## src/hw/rtl/pdds_pkg.sv

```systemverilog
package pdds_pkg;

    // field and register widths
    localparam int ERR_W     = 16;
    localparam int DT_W      = 16;
    localparam int GAIN_W    = 24;
    localparam int LIM_W     = 31;
    localparam int SPD_W     = 16;
    localparam int OLIM_W    = 15;
    localparam int CFG_W     = 31;
    localparam int CFG_IDX_W = 3;

    // datapath widths
    localparam int INTEG_W   = 32;
    localparam int ISUM_W    = INTEG_W + 1;
    localparam int DIFF_W    = ERR_W + 1;
    localparam int DIV_W     = 32;
    localparam int DIV_CNT_W = $clog2(DIV_W);
    localparam int Q_W       = DIV_W + 1;
    localparam int MUL_A_W   = 24;
    localparam int MUL_B_W   = 17;
    localparam int PROD_W    = MUL_A_W + MUL_B_W;
    localparam int ACC_W     = 58;
    localparam int CTL_SH    = 20;
    localparam int CTL_W     = 38;
    localparam int SAT_W     = 40;
    localparam int SHP_W     = 34;
    localparam int SLEW_W    = SPD_W + 2;

    // magnitude shaping constants
    localparam logic [15:0]        DEAD_ZONE = 16'd64;
    localparam logic [15:0]        SCALE_A   = 16'd256;
    localparam logic signed [15:0] OFFSET_B  = 16'sd0;

    // register reset values
    localparam logic signed [GAIN_W-1:0] RST_PROP_GAIN  = 24'sd65536;
    localparam logic signed [GAIN_W-1:0] RST_INTEG_GAIN = 24'sd0;
    localparam logic signed [GAIN_W-1:0] RST_DERIV_GAIN = 24'sd0;
    localparam logic [LIM_W-1:0]         RST_INTEG_LIM  = 31'd268435456;
    localparam logic signed [SPD_W-1:0]  RST_BASE_SPEED = 16'sd256;
    localparam logic signed [SPD_W-1:0]  RST_SPEED_CAP  = 16'sd1024;
    localparam logic [OLIM_W-1:0]        RST_OUT_LIMIT  = 15'd1024;
    localparam logic [OLIM_W-1:0]        RST_SLEW_LIMIT = 15'd64;

    // register indexes
    typedef enum logic [CFG_IDX_W-1:0] {
        CFG_PROP_GAIN  = 3'd0,
        CFG_INTEG_GAIN = 3'd1,
        CFG_DERIV_GAIN = 3'd2,
        CFG_INTEG_LIM  = 3'd3,
        CFG_BASE_SPEED = 3'd4,
        CFG_SPEED_CAP  = 3'd5,
        CFG_OUT_LIMIT  = 3'd6,
        CFG_SLEW_LIMIT = 3'd7
    } t_cfg_idx;

    // sequencer states
    typedef enum logic [4:0] {
        S_IDLE,
        S_INT_MUL,
        S_INT_ADD,
        S_INT_CLAMP,
        S_KP_MUL,
        S_KP_ADD,
        S_KIL_MUL,
        S_KIL_ADD,
        S_KIH_MUL,
        S_KIH_ADD,
        S_DIV_WAIT,
        S_KDL_MUL,
        S_KDL_ADD,
        S_KDH_MUL,
        S_KDH_ADD,
        S_CTL,
        S_SIDE,
        S_SH_MUL,
        S_SH_CLAMP,
        S_SH_SLEW,
        S_EMIT
    } t_state;

    // saturate a wide signed value to a 16 bit speed
    function automatic logic signed [SPD_W-1:0] sat16(input logic signed [SAT_W-1:0] v);
        logic signed [SAT_W-1:0] hi;
        logic signed [SAT_W-1:0] lo;
        hi = SAT_W'(32767);
        lo = -SAT_W'(32768);
        if (v > hi) begin
            return 16'sh7fff;
        end else if (v < lo) begin
            return 16'sh8000;
        end
        return v[SPD_W-1:0];
    endfunction

endpackage

```

## src/hw/rtl/pdds_div.sv

```systemverilog
module pdds_div import pdds_pkg::*; (
    input  logic              i_clk,
    input  logic              i_rst_n,
    input  logic              i_start,
    input  logic [DIV_W-1:0]  i_dividend,
    input  logic [DT_W-1:0]   i_divisor,
    output logic              o_busy,
    output logic [DIV_W-1:0]  o_quot
);

    logic                 r_busy;
    logic [DIV_CNT_W-1:0] r_cnt;
    logic [DIV_W-1:0]     r_num;
    logic [DT_W-1:0]      r_rem;
    logic [DT_W-1:0]      r_den;

    logic [DT_W+1:0]      trial;
    logic                 fits;
    logic [DT_W-1:0]      rem_next;

    // one restoring step: shift in next dividend bit, try the subtract
    always_comb begin
        trial    = {1'b0, r_rem, r_num[DIV_W-1]} - {2'b00, r_den};
        fits     = !trial[DT_W+1];
        rem_next = fits ? trial[DT_W-1:0] : {r_rem[DT_W-2:0], r_num[DIV_W-1]};
    end

    // step control
    always_ff @(posedge i_clk) begin
        if (!i_rst_n) begin
            r_busy <= 1'b0;
            r_cnt  <= '0;
        end else if (i_start) begin
            r_busy <= 1'b1;
            r_cnt  <= DIV_CNT_W'(DIV_W - 1);
        end else if (r_busy) begin
            r_cnt <= r_cnt - 1'b1;
            if (r_cnt == '0) begin
                r_busy <= 1'b0;
            end
        end
    end

    // quotient bits shift in where dividend bits leave
    always_ff @(posedge i_clk) begin
        if (i_start) begin
            r_num <= i_dividend;
            r_rem <= '0;
            r_den <= i_divisor;
        end else if (r_busy) begin
            r_num <= {r_num[DIV_W-2:0], fits};
            r_rem <= rem_next;
        end
    end

    assign o_busy = r_busy;
    assign o_quot = r_num;

endmodule

```

## src/hw/rtl/pdds_mul.sv

```systemverilog
module pdds_mul import pdds_pkg::*; (
    input  logic                      i_clk,
    input  logic signed [MUL_A_W-1:0] i_a,
    input  logic signed [MUL_B_W-1:0] i_b,
    output logic signed [PROD_W-1:0]  o_p
);

    logic signed [PROD_W-1:0] r_p;

    // shared signed multiplier, product registered
    always_ff @(posedge i_clk) begin
        r_p <= i_a * i_b;
    end

    assign o_p = r_p;

endmodule

```

## src/hw/rtl/pid_differential_drive_shaper.sv

```systemverilog
// Heading PID controller feeding a differential-drive shaper. Each input word
// (heading error Q4.12, time step Q0.16, zero taken as one LSB) updates a
// clamped integral, forms the derivative as error change over the step, and
// produces one output word of left and right drive in Q8.8 after speed cap,
// dead zone, scale/offset, output limit and slew limit. The derivative
// divide is a 32-step restoring divider started right after accept, and
// the gain products share one 24x17 multiplier that also serves the
// shaping of both sides. An output word that is not yet taken does not
// hold up the next item, which computes on and waits in its emit step
// until the output register is free.
// Configuration writes take effect at once and belong between items.
module pid_differential_drive_shaper import pdds_pkg::*; (
    input  logic                    i_clk,
    input  logic                    i_rst_n,
    input  logic                    i_cfg_we,
    input  logic [CFG_IDX_W-1:0]    i_cfg_idx,
    input  logic [CFG_W-1:0]        i_cfg_data,
    input  logic                    i_in_valid,
    output logic                    o_in_ready,
    input  logic signed [ERR_W-1:0] i_heading_error,
    input  logic [DT_W-1:0]         i_time_step,
    output logic                    o_out_valid,
    input  logic                    i_out_ready,
    output logic signed [SPD_W-1:0] o_left_drive,
    output logic signed [SPD_W-1:0] o_right_drive
);

    // configuration registers
    logic signed [GAIN_W-1:0] r_prop_gain;
    logic signed [GAIN_W-1:0] r_integ_gain;
    logic signed [GAIN_W-1:0] r_deriv_gain;
    logic [LIM_W-1:0]         r_integ_lim;
    logic signed [SPD_W-1:0]  r_base_speed;
    logic signed [SPD_W-1:0]  r_speed_cap;
    logic [OLIM_W-1:0]        r_out_limit;
    logic [OLIM_W-1:0]        r_slew_limit;

    // sequencer and datapath registers
    t_state                   r_state;
    t_state                   n_state;
    logic signed [ERR_W-1:0]  r_e;
    logic [DT_W-1:0]          r_dt;
    logic signed [DIFF_W-1:0] r_diff;
    logic signed [ERR_W-1:0]  r_prev_err;
    logic signed [INTEG_W-1:0] r_integ;
    logic signed [ISUM_W-1:0] r_isum;
    logic signed [ACC_W-1:0]  r_acc;
    logic signed [Q_W-1:0]    r_q;
    logic signed [CTL_W-1:0]  r_ctl;
    logic signed [SPD_W-1:0]  r_side_l;
    logic signed [SPD_W-1:0]  r_side_r;
    logic signed [SPD_W-1:0]  r_shaped;
    logic                     r_sel;
    logic signed [SPD_W-1:0]  r_prev_l;
    logic signed [SPD_W-1:0]  r_prev_r;
    logic signed [SPD_W-1:0]  r_out_l;
    logic signed [SPD_W-1:0]  r_out_r;
    logic                     r_out_valid;

    // shared units
    logic signed [MUL_A_W-1:0] mul_a;
    logic signed [MUL_B_W-1:0] mul_b;
    logic signed [PROD_W-1:0]  mul_p;
    logic                      div_start;
    logic                      div_busy;
    logic [DIV_W-1:0]          div_quot;
    logic [DIFF_W-1:0]         diff_abs;
    logic [DIV_W-1:0]          div_num;

    // combinational datapath
    logic                      in_acc;
    logic                      slot_free;
    logic signed [ACC_W-1:0]   prod_ext;
    logic signed [PROD_W-1:0]  prod_fl;
    logic signed [ACC_W-1:0]   prod_fl_ext;
    logic signed [ISUM_W-1:0]  lim_pos;
    logic signed [ISUM_W-1:0]  lim_neg;
    logic signed [ISUM_W-1:0]  integ_ext;
    logic signed [ISUM_W-1:0]  isum_clamp;
    logic signed [Q_W-1:0]     q_signed;
    logic signed [ACC_W-1:0]   acc_rnd;
    logic signed [ACC_W-1:0]   acc_sh;
    logic signed [SAT_W-1:0]   side_l_w;
    logic signed [SAT_W-1:0]   side_r_w;
    logic signed [SAT_W-1:0]   cap_w;
    logic signed [SPD_W-1:0]   side;
    logic signed [MUL_B_W-1:0] side_ext;
    logic signed [MUL_B_W-1:0] mag;
    logic                      dead;
    logic signed [PROD_W-1:0]  prod_rnd;
    logic signed [SHP_W-1:0]   shp_raw;
    logic signed [SHP_W-1:0]   shp_lim;
    logic signed [SHP_W-1:0]   shp_sgn;
    logic signed [SPD_W-1:0]   prev;
    logic signed [SLEW_W-1:0]  slew_d;
    logic signed [SLEW_W-1:0]  slew_lim;
    logic signed [SLEW_W-1:0]  slew_r;
    logic signed [SPD_W-1:0]   slewed;

    assign in_acc    = i_in_valid && o_in_ready;
    assign slot_free = !r_out_valid || i_out_ready;

    pdds_mul u_mul (
        .i_clk (i_clk),
        .i_a   (mul_a),
        .i_b   (mul_b),
        .o_p   (mul_p)
    );

    // derivative numerator magnitude scaled by 2^16
    assign diff_abs = r_diff[DIFF_W-1] ? DIFF_W'(-r_diff) : DIFF_W'(r_diff);
    assign div_num  = {diff_abs[ERR_W-1:0], {(DIV_W-ERR_W){1'b0}}};

    pdds_div u_div (
        .i_clk      (i_clk),
        .i_rst_n    (i_rst_n),
        .i_start    (div_start),
        .i_dividend (div_num),
        .i_divisor  (r_dt),
        .o_busy     (div_busy),
        .o_quot     (div_quot)
    );

    // configuration writes
    always_ff @(posedge i_clk) begin
        if (!i_rst_n) begin
            r_prop_gain  <= RST_PROP_GAIN;
            r_integ_gain <= RST_INTEG_GAIN;
            r_deriv_gain <= RST_DERIV_GAIN;
            r_integ_lim  <= RST_INTEG_LIM;
            r_base_speed <= RST_BASE_SPEED;
            r_speed_cap  <= RST_SPEED_CAP;
            r_out_limit  <= RST_OUT_LIMIT;
            r_slew_limit <= RST_SLEW_LIMIT;
        end else if (i_cfg_we) begin
            unique case (t_cfg_idx'(i_cfg_idx))
                CFG_PROP_GAIN:  r_prop_gain  <= i_cfg_data[GAIN_W-1:0];
                CFG_INTEG_GAIN: r_integ_gain <= i_cfg_data[GAIN_W-1:0];
                CFG_DERIV_GAIN: r_deriv_gain <= i_cfg_data[GAIN_W-1:0];
                CFG_INTEG_LIM:  r_integ_lim  <= i_cfg_data[LIM_W-1:0];
                CFG_BASE_SPEED: r_base_speed <= i_cfg_data[SPD_W-1:0];
                CFG_SPEED_CAP:  r_speed_cap  <= i_cfg_data[SPD_W-1:0];
                CFG_OUT_LIMIT:  r_out_limit  <= i_cfg_data[OLIM_W-1:0];
                CFG_SLEW_LIMIT: r_slew_limit <= i_cfg_data[OLIM_W-1:0];
                default: ;
            endcase
        end
    end

    // next state
    always_comb begin
        n_state = r_state;
        unique case (r_state)
            S_IDLE:      if (in_acc) n_state = S_INT_MUL;
            S_INT_MUL:   n_state = S_INT_ADD;
            S_INT_ADD:   n_state = S_INT_CLAMP;
            S_INT_CLAMP: n_state = S_KP_MUL;
            S_KP_MUL:    n_state = S_KP_ADD;
            S_KP_ADD:    n_state = S_KIL_MUL;
            S_KIL_MUL:   n_state = S_KIL_ADD;
            S_KIL_ADD:   n_state = S_KIH_MUL;
            S_KIH_MUL:   n_state = S_KIH_ADD;
            S_KIH_ADD:   n_state = S_DIV_WAIT;
            S_DIV_WAIT:  if (!div_busy) n_state = S_KDL_MUL;
            S_KDL_MUL:   n_state = S_KDL_ADD;
            S_KDL_ADD:   n_state = S_KDH_MUL;
            S_KDH_MUL:   n_state = S_KDH_ADD;
            S_KDH_ADD:   n_state = S_CTL;
            S_CTL:       n_state = S_SIDE;
            S_SIDE:      n_state = S_SH_MUL;
            S_SH_MUL:    n_state = S_SH_CLAMP;
            S_SH_CLAMP:  n_state = S_SH_SLEW;
            S_SH_SLEW:   n_state = r_sel ? S_EMIT : S_SH_MUL;
            S_EMIT:      if (slot_free) n_state = S_IDLE;
            default:     n_state = S_IDLE;
        endcase
    end

    always_ff @(posedge i_clk) begin
        if (!i_rst_n) begin
            r_state <= S_IDLE;
        end else begin
            r_state <= n_state;
        end
    end

    // sequencer outputs: multiplier operands, divider start, input ready
    always_comb begin
        mul_a      = '0;
        mul_b      = '0;
        div_start  = 1'b0;
        o_in_ready = 1'b0;
        unique case (r_state)
            S_IDLE: begin
                o_in_ready = 1'b1;
            end
            S_INT_MUL: begin
                mul_a     = {{(MUL_A_W-ERR_W){r_e[ERR_W-1]}}, r_e};
                mul_b     = {1'b0, r_dt};
                div_start = 1'b1;
            end
            S_KP_MUL: begin
                mul_a = r_prop_gain;
                mul_b = {r_e[ERR_W-1], r_e};
            end
            S_KIL_MUL: begin
                mul_a = r_integ_gain;
                mul_b = {1'b0, r_integ[15:0]};
            end
            S_KIH_MUL: begin
                mul_a = r_integ_gain;
                mul_b = {r_integ[INTEG_W-1], r_integ[INTEG_W-1:16]};
            end
            S_KDL_MUL: begin
                mul_a = r_deriv_gain;
                mul_b = {1'b0, r_q[15:0]};
            end
            S_KDH_MUL: begin
                mul_a = r_deriv_gain;
                mul_b = r_q[Q_W-1:16];
            end
            S_SH_MUL: begin
                mul_a = {{(MUL_A_W-16){1'b0}}, SCALE_A};
                mul_b = mag;
            end
            default: ;
        endcase
    end

    // product alignment for the accumulator
    always_comb begin
        prod_ext    = {{(ACC_W-PROD_W){mul_p[PROD_W-1]}}, mul_p};
        prod_fl     = mul_p >>> 16;
        prod_fl_ext = {{(ACC_W-PROD_W){prod_fl[PROD_W-1]}}, prod_fl};
    end

    // integral clamp and signed quotient
    always_comb begin
        lim_pos   = {2'b00, r_integ_lim};
        lim_neg   = -lim_pos;
        integ_ext = {r_integ[INTEG_W-1], r_integ};
        if (r_isum < lim_neg) begin
            isum_clamp = lim_neg;
        end else if (r_isum > lim_pos) begin
            isum_clamp = lim_pos;
        end else begin
            isum_clamp = r_isum;
        end
        q_signed = r_diff[DIFF_W-1] ? -{1'b0, div_quot} : {1'b0, div_quot};
    end

    // control rounding and side speeds
    always_comb begin
        acc_rnd  = r_acc + {{(ACC_W-CTL_SH){1'b0}}, 1'b1, {(CTL_SH-1){1'b0}}};
        acc_sh   = acc_rnd >>> CTL_SH;
        cap_w    = {{(SAT_W-SPD_W){r_speed_cap[SPD_W-1]}}, r_speed_cap};
        side_l_w = {{(SAT_W-SPD_W){r_base_speed[SPD_W-1]}}, r_base_speed}
                 - {{(SAT_W-CTL_W){r_ctl[CTL_W-1]}}, r_ctl};
        side_r_w = {{(SAT_W-SPD_W){r_base_speed[SPD_W-1]}}, r_base_speed}
                 + {{(SAT_W-CTL_W){r_ctl[CTL_W-1]}}, r_ctl};
        if (side_l_w > cap_w) side_l_w = cap_w;
        if (side_r_w > cap_w) side_r_w = cap_w;
    end

    // magnitude shaping of the selected side
    always_comb begin
        side     = r_sel ? r_side_r : r_side_l;
        side_ext = {side[SPD_W-1], side};
        mag      = side[SPD_W-1] ? -side_ext : side_ext;
        dead     = $unsigned(mag) < {1'b0, DEAD_ZONE};
        prod_rnd = (mul_p + PROD_W'(128)) >>> 8;
        if (dead) begin
            shp_raw = '0;
        end else begin
            shp_raw = prod_rnd[SHP_W-1:0] + {{(SHP_W-16){OFFSET_B[15]}}, OFFSET_B};
        end
        if (shp_raw > $signed({{(SHP_W-OLIM_W){1'b0}}, r_out_limit})) begin
            shp_lim = {{(SHP_W-OLIM_W){1'b0}}, r_out_limit};
        end else begin
            shp_lim = shp_raw;
        end
        shp_sgn = side[SPD_W-1] ? -shp_lim : shp_lim;
    end

    // slew limit against the previous drive of the selected side
    always_comb begin
        prev     = r_sel ? r_prev_r : r_prev_l;
        slew_lim = {3'b000, r_slew_limit};
        slew_d   = {{2{r_shaped[SPD_W-1]}}, r_shaped} - {{2{prev[SPD_W-1]}}, prev};
        if (slew_d > slew_lim) begin
            slew_r = {{2{prev[SPD_W-1]}}, prev} + slew_lim;
        end else if (slew_d < -slew_lim) begin
            slew_r = {{2{prev[SPD_W-1]}}, prev} - slew_lim;
        end else begin
            slew_r = {{2{r_shaped[SPD_W-1]}}, r_shaped};
        end
        slewed = sat16({{(SAT_W-SLEW_W){slew_r[SLEW_W-1]}}, slew_r});
    end

    // controller state that persists across items
    always_ff @(posedge i_clk) begin
        if (!i_rst_n) begin
            r_prev_err <= '0;
            r_integ    <= '0;
            r_prev_l   <= '0;
            r_prev_r   <= '0;
            r_sel      <= 1'b0;
        end else begin
            if (in_acc) begin
                r_prev_err <= i_heading_error;
                r_sel      <= 1'b0;
            end
            if (r_state == S_INT_CLAMP) begin
                r_integ <= isum_clamp[INTEG_W-1:0];
            end
            if (r_state == S_SH_SLEW) begin
                if (r_sel) begin
                    r_prev_r <= slewed;
                end else begin
                    r_prev_l <= slewed;
                end
                r_sel <= !r_sel;
            end
        end
    end

    // per-item working registers
    always_ff @(posedge i_clk) begin
        unique case (r_state)
            S_IDLE: begin
                if (in_acc) begin
                    r_e    <= i_heading_error;
                    r_dt   <= (i_time_step == '0) ? DT_W'(1) : i_time_step;
                    r_diff <= {i_heading_error[ERR_W-1], i_heading_error}
                            - {r_prev_err[ERR_W-1], r_prev_err};
                end
            end
            S_INT_ADD:  r_isum <= integ_ext + mul_p[ISUM_W-1:0];
            S_KP_MUL:   r_acc  <= '0;
            S_KP_ADD:   r_acc  <= r_acc + prod_ext;
            S_KIL_ADD:  r_acc  <= r_acc + prod_fl_ext;
            S_KIH_ADD:  r_acc  <= r_acc + prod_ext;
            S_DIV_WAIT: if (!div_busy) r_q <= q_signed;
            S_KDL_ADD:  r_acc  <= r_acc + prod_ext;
            S_KDH_ADD:  r_acc  <= r_acc + (prod_ext <<< 16);
            S_CTL:      r_ctl  <= acc_sh[CTL_W-1:0];
            S_SIDE: begin
                r_side_l <= sat16(side_l_w);
                r_side_r <= sat16(side_r_w);
            end
            S_SH_CLAMP: r_shaped <= sat16({{(SAT_W-SHP_W){shp_sgn[SHP_W-1]}}, shp_sgn});
            default: ;
        endcase
    end

    // output word register
    always_ff @(posedge i_clk) begin
        if (!i_rst_n) begin
            r_out_valid <= 1'b0;
        end else if (r_state == S_EMIT && slot_free) begin
            r_out_valid <= 1'b1;
        end else if (i_out_ready) begin
            r_out_valid <= 1'b0;
        end
    end

    always_ff @(posedge i_clk) begin
        if (r_state == S_EMIT && slot_free) begin
            r_out_l <= r_prev_l;
            r_out_r <= r_prev_r;
        end
    end

    assign o_out_valid   = r_out_valid;
    assign o_left_drive  = r_out_l;
    assign o_right_drive = r_out_r;

    // a new output word only appears out of the emit step
    a_emit_src: assert property (@(posedge i_clk) disable iff (!i_rst_n)
        $rose(o_out_valid) |-> $past(r_state == S_EMIT))
        else $error("output word raised outside emit step");

    // derivative products only start once the divider has finished
    a_div_done: assert property (@(posedge i_clk) disable iff (!i_rst_n)
        (r_state == S_KDL_MUL) |-> $past(!div_busy))
        else $error("derivative multiply before divide finished");

    // integral stays inside the configured limit after clamping
    a_integ_lim: assert property (@(posedge i_clk) disable iff (!i_rst_n)
        (r_state == S_KP_MUL) |-> (integ_ext <= lim_pos && integ_ext >= lim_neg))
        else $error("integral outside limit");

    // a pending output word is never overwritten
    a_no_overrun: assert property (@(posedge i_clk) disable iff (!i_rst_n)
        (r_state == S_EMIT && o_out_valid && !i_out_ready) |=> (r_state == S_EMIT))
        else $error("emit left while output word pending");

endmodule
```

## config.mk

```make
export PLATFORM = sky130hd
export DESIGN_NAME = pid_differential_drive_shaper
export DESIGN_NICKNAME = d
export VERILOG_FILES = /design/src/hw/rtl/pdds_pkg.sv /design/src/hw/rtl/pdds_div.sv /design/src/hw/rtl/pdds_mul.sv /design/src/hw/rtl/pid_differential_drive_shaper.sv
export SDC_FILE = /design/constraint.sdc
export NUM_CORES = 2
export LEC_CHECK = 0
export BUFFER_PORTS_ARGS = -buffer_cell sky130_fd_sc_hd__buf_2
export CORE_MARGIN = 5
export CORE_UTILIZATION = 66
export DETAILED_ROUTE_END_ITERATION = 7
export MAX_ROUTING_LAYER = met4
export PLACE_DENSITY = 0.94
export SETUP_SLACK_MARGIN = 0.2
export SLEW_MARGIN = 0
export SYNTH_ARGS = -nofsm -noshare
export SYNTH_HDL_FRONTEND = slang
export SYNTH_SLANG_ARGS = --single-unit
```

## constraint.sdc

```tcl
create_clock -name i_clk -period 11.3 [get_ports i_clk]
set_input_delay 1.695 -clock i_clk [delete_from_list [all_inputs] [get_ports i_clk]]
set_output_delay 1.695 -clock i_clk [all_outputs]
set_load 0.02 [all_outputs]
```

==> results.py <==
metrics = {
    "outcome": {
        "outcome": "complete, but fails checks",
        "violations": "DRC",
    },
    "clock_tree": {
        "cts.sinks": 654,
        "h-tree-depth": 3,
        "clockBufferDepth": 3,
        "root_buffer": "clkbuf_16",
        "cts-buffers-inserted": 75,
        "clk_latency_ps": 680,
        "cts_hold_buf": 0,
        "clkTransAtPathRegs_ps": 60,
        "cts_setup_buffers": 0,
        "cts_resized": 0,
        "cts_tree": "done",
    },
    "critical_path": {
        "crit_end": "u_mul.o_p[39]",
        "cp.depth": 35,
        "critPathLaunch": "r_sel",
        "critPathSlowestCell": "dfxtp_2",
        "required_ps": 11840,
        "path_common_cell": "fa_1",
        "worstSetupEndpointType": "register",
        "r2r-start": "r_sel",
        "path_max_fanout": 28,
        "worst_setup_path_start_kind": "register",
        "r2r_setup_slack_ps": 740,
        "cp_top_family": "adder cells",
        "r2r_cells": 35,
        "r2r_end": "u_mul.o_p[39]",
        "critical_path_arrival_ps": 11100,
        "slowest_delay_ps": 730,
        "critPathBufInv": 5,
        "path_class": "reg -> reg",
    },
    "place": {
        "globalplace.congestion": 1.07,
        "placed_cell_area_um2": 64000,
        "dp_cells": 8317,
        "hpwl_mm": 155,
        "port_buffers": 104,
    },
    "floorplan": {
        "ios": 105,
        "die_y_um": 317,
        "start_util": 0.666,
        "fp.dieW_um": 317,
        "dieArea_um2": 101000,
        "rows": 112,
        "fp.coreArea_um2": 93500,
    },
    "routing": {
        "via_count": 55800,
        "drc": 1,
        "drt_iter0_drc": 6734,
        "first_pass_iters": 8,
        "drt-total-wl_mm": 202,
        "drt-vias-per-instance": 6.59,
        "postRouteAntennaNets": 0,
        "wl_per_cell_um": 23.9,
    },
    "global_route": {
        "grt_usage": 0.408,
        "overflow": 0,
        "grt_max_degree": 127,
        "grt_pass1_vias": 55500,
        "grt_antenna_before_repair": 10,
        "grt_pass1_wl_mm": 310,
    },
    "final_layout": {
        "final_cells": 8465,
        "n_fill_cell": 6831,
        "regArea_um2": 16300,
        "fin_nets": 8204,
        "drive_gt1_frac": 0.0664,
        "fin_area_um2": 66500,
        "multiInputGateArea_um2": 42100,
        "area_delta_synth_final_pct": 6.76,
    },
    "logic_synthesis": {
        "synth.most_common_cell": "nand2_1",
        "synth_commonest_cells": "nand2_1 (942), inv_1 (703), ha_1 (581)",
        "syn-num-nets": 8254,
        "synthCells": 7190,
        "synth_top_area_frac": 0.156,
        "ys.warnings.count": 0,
        "synth_top_flop_cell": "dfxtp_1",
        "synth_edf_count": 323,
        "syn_avg_cell_area_um2": 8.66,
        "ys_types": 101,
        "synth-seq-cells": 654,
        "ys_seq_area_frac": 0.262,
        "post_synth_instance_area_um2": 62200,
        "synth_area_leaders": "edfxtp_1 (16%), fa_1 (13%), ha_1 (12%)",
        "async_flop_share": 0,
        "synth_top_area_cell": "edfxtp_1",
    },
    "pwr": {
        "ir_drop_v": 0.000147,
        "leakagePower_nw": 28.8,
        "powerDensity_nw_per_um2": 142,
        "total_power_w": 0.00944,
    },
    "sta": {
        "final-max-slew-violation-count": 0,
        "setup_viol_count_final": 0,
        "finalClockSkew_ps": 36.5,
        "hold_viol_final": 0,
        "whs_ps": 454,
        "grt_setup_unrepaired": "no",
        "tns_ps": 0,
        "min_period_ps": 10560,
        "fmax_ghz": 0.0947,
        "fin_crit_sh": 0.934,
        "relSlewSlack": 0.135,
        "worst_pin_slew_ps": 1300,
    },
    "run": {
        "max-cap-violations": 0,
    },
    "min_path": {
        "whs_path_depth": 2,
        "hp-class": "reg -> reg",
    },
}
## cell families after synthesis
| family | share of synthesized area |
|---|---|
| mux | 0.0204 |
| simple gates | 0.169 |
| fa+ha+maj | 0.252 |
| flops | 0.262 |
| buf+inv | 0.0637 |
| xor+xnor | 0.0613 |
| compound gates | 0.171 |
## power by group
part	leakage, nW	internal (W)	switching, W	total, W
sequential	5.72	0.00273	0.000302	0.00303
combinational	21.8	0.00148	0.00245	0.00393
clock	1.21	0.00138	0.00110	0.00248
total	28.8	0.00559	0.00385	0.00944
## final cells by class
class                      instances  area share
multi-input combinational       5501       0.634
sequential                       654       0.246
inverter                         705      0.0399
clock buffer                      95      0.0301
tap                             1254      0.0236
timing repair buffer             203      0.0190
clock inverter                    45     0.00721
antenna                            8    0.000301
## routing by layer
layer  wire [um]  track usage
met5           0            -
met4       15900        0.247
met3       25200        0.105
met2       89900        0.627
met1       71400        0.484
## registers in the layout, summed over array words and instances (netlist names), 17 cells and up
register / flops
r_diff: 17
r_deriv_gain: 24
r_ctl: 38
u_div.o_quot: 32
u_mul.o_p: 41
r_integ_lim: 31
r_integ_gain: 24
r_isum: 33
r_integ: 32
r_acc: 58
r_prop_gain: 24
r_q: 33
## per-stage QoR
step | worst slack [ps] | utilization
global placement | 1390 | 0.684
floorplan | 2080 | -
finish | 744 | 0.711
global route | 238 | 0.711
detailed placement | 1080 | 0.684
CTS | 946 | 0.711
## worst reg2reg max path, delay by kind of cell (launching register included)
kind,cells,cell delay (ps)
XOR/XNOR,2,400
flip-flops,1,730
multiplexers,2,540
adder cells (fa/ha/maj),8,3650
AND/OR/NAND/NOR,8,1590
buffers and inverters,5,270
AO/OA/AOI/OAI,10,3280
## worst min path at each step
stage | end | slack, ps | from
3_5_place_dp | o_right_drive[5] | 440 | r_prev_r[5]
2_1_floorplan | u_div.r_den[7] | 420 | r_dt[7]
3_3_place_gp | o_right_drive[5] | 430 | r_prev_r[5]
6_report | r_prev_err[2] | 450 | r_prev_err[2]
4_1_cts | r_prev_err[10] | 450 | r_prev_err[10]
5_1_grt | r_prev_err[5] | 470 | r_prev_err[5]
## placed cells by master (no fill, tap or decap), types with 37 or more instances in the layout
| cell type | synthesis | layout |
|---|---|---|
| a211oi_1 | 47 | 46 |
| a21o_1 | 160 | 160 |
| a21oi_1 | 518 | 518 |
| a221o_1 | 48 | 48 |
| a221oi_1 | 38 | 37 |
| and2_1 | 37 | 37 |
| and3_1 | 53 | 53 |
| buf_2 | 11 | 104 |
| buf_4 | 3 | 99 |
| clkbuf_16 | 0 | 75 |
| dfxtp_1 | 331 | 326 |
| edfxtp_1 | 323 | 323 |
| fa_1 | 412 | 412 |
| ha_1 | 581 | 581 |
| inv_1 | 703 | 702 |
| mux2i_1 | 101 | 100 |
| nand2_1 | 942 | 942 |
| nand2b_1 | 79 | 79 |
| nand3_1 | 148 | 148 |
| nand4_1 | 83 | 83 |
| nor2_1 | 571 | 566 |
| nor2b_1 | 64 | 63 |
| nor3_1 | 105 | 98 |
| nor4_1 | 48 | 45 |
| o21a_1 | 59 | 57 |
| o21ai_0 | 289 | 288 |
| o21bai_1 | 42 | 42 |
| o22ai_1 | 46 | 46 |
| o31ai_1 | 43 | 42 |
| or3_1 | 45 | 44 |
| xnor2_1 | 299 | 299 |
| xor2_1 | 137 | 137 |
No activity file was read; power rests on OpenSTA's default activity.
